File: src/assert_macros.svh
// Shared assertion macros; clk and rst_n must be visible at the point of use.
`ifndef ASSERT_MACROS_SVH
`define ASSERT_MACROS_SVH

`define ASSERT_PROP(label, prop, msg) \
    label: assert property (@(posedge clk) disable iff (!rst_n) prop) else $error(msg);

`define ASSERT_NEVER(label, cond, msg) \
    `ASSERT_PROP(label, !(cond), msg)

`endif

File: src/tgfm_pkg.sv
package tgfm_pkg;

    localparam int unsigned PIX_W  = 8;
    localparam int unsigned CFG_W  = 12;
    localparam int unsigned GRAD_W = 11;
    localparam int unsigned ABS_W  = 10;
    localparam int unsigned SQ_W   = 21;
    localparam int unsigned ACC_W  = 44;
    localparam int unsigned SUM_W  = 43;
    localparam int unsigned BORDER = 2;

    localparam int unsigned CFG_IDX_W = 1;

    localparam logic [CFG_IDX_W-1:0] REG_FRAME_WIDTH  = 1'd0;
    localparam logic [CFG_IDX_W-1:0] REG_FRAME_HEIGHT = 1'd1;

    localparam logic [CFG_W-1:0] FRAME_WIDTH_RST  = 12'd640;
    localparam logic [CFG_W-1:0] FRAME_HEIGHT_RST = 12'd480;

    typedef logic signed [GRAD_W-1:0] grad_t;

    typedef struct packed {
        logic interior;
        logic last;
    } tag_t;

endpackage

File: src/tgfm_accum.sv
`include "assert_macros.svh"

module tgfm_accum (
    input  logic                        clk,
    input  logic                        rst_n,
    input  logic                        adv,
    input  logic                        grad_valid,
    input  tgfm_pkg::grad_t             gx,
    input  tgfm_pkg::grad_t             gy,
    input  tgfm_pkg::tag_t              grad_tag,
    input  logic                        out_stall,
    output logic                        hold,
    output logic                        out_valid,
    output logic [tgfm_pkg::SUM_W-1:0]  focus_sum
);

    import tgfm_pkg::*;

    logic             s3_valid_reg;
    logic [SQ_W-1:0]  s3_sq_reg;
    tag_t             s3_tag_reg;
    logic [ACC_W-1:0] total_reg;
    logic             out_valid_reg;
    logic [SUM_W-1:0] out_data_reg;

    logic [ABS_W-1:0] ax;
    logic [ABS_W-1:0] ay;
    logic [SQ_W-1:0]  sq_next;
    logic [ACC_W-1:0] total_next;
    logic             load;
    logic             out_valid_next;

    always_comb
    begin
        ax      = gx[GRAD_W-1] ? ABS_W'(-gx) : ABS_W'(gx);
        ay      = gy[GRAD_W-1] ? ABS_W'(-gy) : ABS_W'(gy);
        sq_next = (SQ_W'(ax) * SQ_W'(ax)) + (SQ_W'(ay) * SQ_W'(ay));
    end

    assign total_next = s3_tag_reg.interior ? total_reg + ACC_W'(s3_sq_reg) : total_reg;
    assign hold       = s3_valid_reg && s3_tag_reg.last && out_valid_reg && out_stall;
    assign load       = adv && s3_valid_reg && s3_tag_reg.last;

    always_comb
    begin
        out_valid_next = out_valid_reg && out_stall;
        if (load)
        begin
            out_valid_next = 1'b1;
        end
    end

    always_ff @(posedge clk or negedge rst_n)
    begin
        if (!rst_n)
        begin
            s3_valid_reg  <= 1'b0;
            total_reg     <= '0;
            out_valid_reg <= 1'b0;
        end
        else
        begin
            out_valid_reg <= out_valid_next;
            if (adv)
            begin
                s3_valid_reg <= grad_valid;
                if (s3_valid_reg)
                begin
                    total_reg <= s3_tag_reg.last ? '0 : total_next;
                end
            end
        end
    end

    always_ff @(posedge clk)
    begin
        if (adv && grad_valid)
        begin
            s3_sq_reg  <= sq_next;
            s3_tag_reg <= grad_tag;
        end
        if (load)
        begin
            out_data_reg <= total_next[SUM_W-1:0];
        end
    end

    assign out_valid = out_valid_reg;
    assign focus_sum = out_data_reg;

    `ASSERT_PROP(a_frame_close, load |=> (out_valid_reg && total_reg == '0),
        "frame end did not post result and clear total")

endmodule

File: config.mk
export PLATFORM = sky130hd
export DESIGN_NAME = tgfm_accum
export DESIGN_NICKNAME = d
export VERILOG_FILES = /design/src/tgfm_pkg.sv /design/src/tgfm_accum.sv
export VERILOG_INCLUDE_DIRS = /design/src /design/src/src
export SDC_FILE = /design/constraint.sdc
export NUM_CORES = 1
export LEC_CHECK = 0
export BUFFER_PORTS_ARGS = -buffer_cell sky130_fd_sc_hd__buf_4
export CAP_MARGIN = 20
export CORE_MARGIN = 2
export CORE_UTILIZATION = 58
export CTS_CLUSTER_SIZE = 16
export DETAILED_ROUTE_END_ITERATION = 12
export PLACE_DENSITY = 0.77
export SLEW_MARGIN = 20
export SYNTH_ARGS = -nofsm -noshare
export SYNTH_HDL_FRONTEND = slang
export SYNTH_SLANG_ARGS = --single-unit
File: constraint.sdc
create_clock -name clk -period 5.35 [get_ports clk]
set_input_delay 1.605 -clock clk [delete_from_list [all_inputs] [get_ports clk]]
set_output_delay 1.605 -clock clk [all_outputs]
set_load 0.02 [all_outputs]
==> impl_metrics.py, run 1 <==
metrics = {
    "run_status": {
        "status": "finished with violations",
        "failed_checks": "setup timing",
    },
    "clock_tree": {
        "cts_max_path_buffers": 2,
        "cts_tree": "done",
        "htree_num_levels": 3,
        "path_clk_slew_ns": 0.08,
        "clock_sinks": 111,
        "worst_skew_pair.late_latency_ns": 0.36,
        "root_buffer": "clkbuf_16",
        "cts_buffers": 9,
        "holdBufCountCts": 0,
    },
    "global_routing": {
        "grt_overflow": 0,
        "antenna_found_initial": 0,
        "grt_pass1_wl_um": 51200,
        "gr-usage-all-layers_pct": 29.9,
        "grt_pass1_vias": 10400,
        "grt_max_degree": 46,
    },
    "floorplanning": {
        "coreArea_mm2": 0.0202,
        "die-area_mm2": 0.0216,
        "ios": 74,
        "start_util_pct": 58.7,
        "die_h_um": 147,
        "num_rows": 52,
        "fp.dieW_um": 147,
    },
    "worst_setup_path": {
        "start_kind": "input port",
        "crit_top_cell": "fa_1",
        "slowest_delay_ns": 0.57,
        "cp.arrival_ns": 7.99,
        "path_class": "in2reg",
        "r2r_cells": 9,
        "reg2reg_slack_ns": 1.98,
        "reg2reg_to": "total_reg[40]$_DFFE_PN0P_",
        "crit_fanout": 4,
        "crit_start": "gy[1]",
        "crit_slowest_cell": "fa_1",
        "r2r_start": "total_reg[0]$_DFFE_PN0P_",
        "cp-end-kind": "flop",
        "critical_path_required_ns": 5.46,
    },
    "synthesis": {
        "yosys_warnings": 0,
        "synthesis.nets": 1492,
        "synth_top_cell_area_share_pct": 22.1,
        "syn_area_mm2": 0.0118,
        "synth_flop_cell": "edfxtp_1",
        "synth_area_leaders": "fa_1 22%, edfxtp_1 17%, ha_1 11%, dfrtp_1 9.5%, inv_1 7.2%",
        "synthCells": 1224,
        "async_flop_share_pct": 40.5,
        "avgSynthCellArea_um2": 9.68,
        "yosysSeqAreaShare_pct": 26.2,
        "synth_enable_flop_cells": 66,
        "synth-seq-cells": 111,
        "yosysTopAreaCell": "fa_1",
        "ys_types": 69,
    },
    "timing": {
        "fin_setup_tns_ns": -32.77,
        "hold_viol_final": 0,
        "maxSlewViolCount": 0,
        "max_slew_margin_pct": 35.8,
        "fin_crit_sh_pct": 147,
        "fin_crit_ns": 7.87,
        "fin_skew_ns": 0.0101,
        "fmax_mhz": 127,
        "setup_viol_count_final": 17,
        "worst_slack_ns": -2.52,
        "rsz0062_at_grt": "yes",
        "tightest_slew_ns": 0.963,
    },
    "finish": {
        "layout-drive-gt1-share_pct": 30.9,
        "layout_commonest_cell": "buf_4",
        "fin_area_mm2": 0.0154,
        "area_delta_synth_final_pct": 29.9,
        "final_nets": 1733,
        "final_cells": 1740,
        "final_cell_mix": "242 x buf_4, 202 x inv_1, 122 x fa_1, 119 x nand2_1, 83 x ha_1",
        "fin_util_pct": 76.3,
        "n_antenna_cell": 0,
    },
    "route": {
        "drtIter0Drc": 903,
        "route.detailed.drc": 0,
        "vias_per_cell": 5.73,
        "ant_nets": 0,
        "wire_per_inst_um": 18.0,
        "via_count": 9975,
        "dr.pass1.iters": 6,
        "routed_wl_um": 31400,
    },
    "hold_path": {
        "holdCritPathClass": "reg2reg",
        "hold_start": "out_valid$_DFF_PN0_",
        "hold_depth": 1,
        "min_to": "out_valid$_DFF_PN0_",
    },
    "place": {
        "place.gp.congestion": 0.957,
        "dpl_cell_area_mm2": 0.0141,
        "place.port_buffers": 73,
        "dp_hpwl_um": 23200,
        "dp_cells": 1686,
    },
    "job": {
        "cap_violations": 0,
    },
}
==> through the flow <==
stage	worst slack [ns]	hold WS [ns]
2_1_floorplan	-2.53	0.468
3_3_place_gp	-2.89	0.478
3_5_place_dp	-3.07	0.487
4_1_cts	-2.39	0.505
5_1_grt	-2.70	0.532
6_report	-2.52	0.499
==> layout make-up <==
type	instances	area [um^2]
timing repair buffer	262	2070
multi-input combinational	851	8700
inverter	230	880
tap	270	338
sequential	111	3110
clock inverter	7	75.1
fill	1313	4780
clock buffer	9	225
==> cells by family after synthesis <==
logic type | synth area share, %
and+or+nand+nor | 12.8
buffers and inverters | 8.50
adders and majority gates | 33.5
AOI/OAI and AO/OA | 11.1
DFF | 26.2
xor gates and xnor gates | 6.51
muxes | 1.32
==> synthesized netlist by cell type (6+ instances only) <==
cell type  number
xor2_1         39
o211ai_1       13
a22o_1          8
xnor2_1        49
mux2_2         13
a21o_1          9
nand2b_1       14
o41ai_1         6
fa_1          131
o21ai_0        39
edfxtp_1       66
nand3_1        22
o31ai_1         6
ha_1          108
clkbuf_1       23
dfrtp_1        45
or3_1           7
a211o_1         7
or4_1           7
and3_1         13
a21oi_1        31
a221o_1         8
nand2_1       132
inv_1         226
nor2_1         83
nor4_1          7
nand4_1        10
nor3_1          8
==> routing by layer <==
metal | track usage [%] | up-vias | wire length, um
met5 | 0 | - | 0
met4 | 10.3 | 0 | 1120
met3 | 5.50 | 92 | 2340
met2 | 49.1 | 412 | 15300
met1 | 40.3 | 4914 | 12700
li1 | - | 4557 | -
==> worst max-delay path by stage <==
stage                                         end  slack, ns
after floorplan           s3_sq_reg[20]$_DFFE_PP_      -2.53
after global placement    s3_sq_reg[19]$_DFFE_PP_      -2.89
after detailed placement  s3_sq_reg[19]$_DFFE_PP_      -3.07
after CTS                 s3_sq_reg[19]$_DFFE_PP_      -2.39
after global routing      s3_sq_reg[20]$_DFFE_PP_      -2.70
final                     s3_sq_reg[19]$_DFFE_PP_      -2.52
==> worst max-delay path, delay by kind of cell <==
| kind | cells | cell delay [ns] |
|---|---|---|
| AOI/OAI and AO/OA | 6 | 1.07 |
| adders and majority gates | 9 | 3.67 |
| and+or+nand+nor | 3 | 0.51 |
| buffers and inverters | 8 | 0.73 |
| xor gates and xnor gates | 2 | 0.41 |
==> repair_timing <==
action,in CTS,in global routing
pin swaps,95,47
gates resized for setup,93,46
setup endpoints to repair,17,17
setup buffers,28,14
Power of run 1 is left out: the tool's default activity adds up to more than one toggle a clock period on the data nets, which glitch-free logic cannot reach.
==> run 2, diff against run 1 <==
--- a/config.mk
+++ b/config.mk
@@ -12,7 +12,7 @@
 export CORE_UTILIZATION = 58
 export CTS_CLUSTER_SIZE = 16
 export DETAILED_ROUTE_END_ITERATION = 12
-export PLACE_DENSITY = 0.77
+export PLACE_DENSITY = 0.88
 export SLEW_MARGIN = 20
 export SYNTH_ARGS = -nofsm -noshare
 export SYNTH_HDL_FRONTEND = slang
==> impl_metrics.py, run 2 (synthesized netlist as in run 1, its figures left out) <==
metrics = {
    "global_routing": {
        "antenna_found_initial": 0,
        "grt_pass1_wl_um": 52800,
        "gr-usage-all-layers_pct": 30.8,
        "grt_max_degree": 46,
        "grt_pass1_vias": 10500,
        "grt_overflow": 0,
    },
    "hold_path": {
        "min_to": "out_valid$_DFF_PN0_",
        "hold_depth": 1,
        "hold_start": "out_valid$_DFF_PN0_",
        "holdCritPathClass": "reg2reg",
    },
    "floorplanning": {
        "coreArea_mm2": 0.0202,
        "ios": 74,
        "fp.dieW_um": 147,
        "die_h_um": 147,
        "die-area_mm2": 0.0216,
        "start_util_pct": 58.7,
        "num_rows": 52,
    },
    "finish": {
        "layout_commonest_cell": "buf_4",
        "final_cell_mix": "236 x buf_4, 197 x inv_1, 118 x fa_1, 117 x nand2_1, 83 x ha_1",
        "layout-drive-gt1-share_pct": 31.8,
        "final_nets": 1737,
        "fin_util_pct": 76.8,
        "area_delta_synth_final_pct": 30.7,
        "fin_area_mm2": 0.0155,
        "n_fill_cell": 1161,
        "n_antenna_cell": 0,
    },
    "clock_tree": {
        "holdBufCountCts": 0,
        "cts_buffers": 9,
        "root_buffer": "clkbuf_16",
        "worst_skew_pair.late_latency_ns": 0.35,
        "cts_max_path_buffers": 2,
        "clock_sinks": 111,
        "cts_tree": "done",
        "htree_num_levels": 3,
        "path_clk_slew_ns": 0.07,
    },
    "worst_setup_path": {
        "path_class": "in2reg",
        "r2r_cells": 8,
        "reg2reg_to": "focus_sum[31]$_DFFE_PP_",
        "critical_path_required_ns": 5.45,
        "cp-end-kind": "flop",
        "start_kind": "input port",
        "cp.arrival_ns": 8.21,
        "r2r_start": "total_reg[14]$_DFFE_PN0P_",
        "crit_fanout": 4,
        "reg2reg_slack_ns": 2.08,
    },
    "route": {
        "ant_nets": 0,
        "wire_per_inst_um": 20.8,
        "vias_per_cell": 6.05,
        "route.detailed.drc": 0,
        "drtIter0Drc": 973,
        "routed_wl_um": 36200,
        "dr.pass1.iters": 6,
        "via_count": 10600,
    },
    "timing": {
        "fin_crit_ns": 8.11,
        "fin_crit_sh_pct": 152,
        "rsz0062_at_grt": "yes",
        "setup_viol_count_final": 17,
        "maxSlewViolCount": 0,
        "max_slew_margin_pct": 33.7,
        "hold_viol_final": 0,
        "fin_skew_ns": 0.00623,
        "timing.hold.ws_ns": 0.503,
        "tightest_slew_ns": 0.994,
        "fmax_mhz": 123,
        "worst_slack_ns": -2.76,
    },
    "place": {
        "dpl_cell_area_mm2": 0.0141,
        "place.gp.congestion": 0.948,
        "dp_hpwl_um": 23400,
        "post-place-ws_ns": -3.07,
        "place.port_buffers": 73,
    },
    "run_status": {
        "status": "finished with violations",
        "failed_checks": "setup timing",
    },
    "job": {
        "cap_violations": 0,
    },
}
-- run 2: cell count changes in the layout (fill, tap and decap cells not counted), sizes merged --
cell	delta
clkbuf	+1
inv	-1
buf	+4
clkinv	-1
bufinv	+1
-- run 2: timing repair --
item | in CTS | in global routing
pin swaps | 63 | 74
resized for setup | 87 | 78
endpoints found under the setup margin | 17 | 17
buffers inserted | 29 | 20
-- run 2: per-layer routing --
layer	global-route usage, %	wire length (um)
met1	38.4	12700
met2	53.9	18200
met3	4.72	2930
met4	13.0	2350
met5	0	0
-- run 2: worst max-delay path by stage --
stage / start / end / slack (ns) / cells after the start
final: gy[3] / s3_sq_reg[19]$_DFFE_PP_ / -2.76 / 20
after detailed placement: gx[0] / s3_sq_reg[19]$_DFFE_PP_ / -3.07 / 28
after global routing: gy[3] / s3_sq_reg[20]$_DFFE_PP_ / -2.92 / 25
after global placement: gx[0] / s3_sq_reg[19]$_DFFE_PP_ / -2.99 / 28
after CTS: gx[0] / s3_sq_reg[19]$_DFFE_PP_ / -2.43 / 26
after floorplan: gy[5] / s3_sq_reg[20]$_DFFE_PP_ / -2.53 / 22
-- run 2: critical path, stage by stage --
cell	delay (ns)
buf_6	0.10
or4_4	0.57
o41ai_4	0.46
xnor2_2	0.23
nand2_2	0.13
fa_1	0.59
inv_1	0.11
fa_1	0.50
fa_1	0.51
fa_2	0.57
fa_1	0.44
fa_1	0.57
ha_4	0.22
ha_4	0.26
a21oi_4	0.21
o21ai_1	0.15
or3_4	0.43
a31o_4	0.26
a21oi_2	0.16
xnor2_1	0.11
-- run 2: final cells by class --
class	count	area (um^2)	area share [%]
clock inverters	6	76.3	0.493
flip-flops and latches	111	3110	20.1
inverters	230	880	5.68
repair buffers	266	2120	13.7
multi-input cells	851	8730	56.4
clock buffers	10	229	1.48
well taps	270	338	2.18
-- run 2: per-stage QoR --
stage / setup TNS [ns] / cells
detailed placement: -41.12 / 1683
global route: -38.48 / 1744
global placement: -40.07 / 1683
finish: -36.12 / 1744
floorplan: -32.02 / 1224
CTS: -31.27 / 1727
Power of run 2 is left out for the same reason.
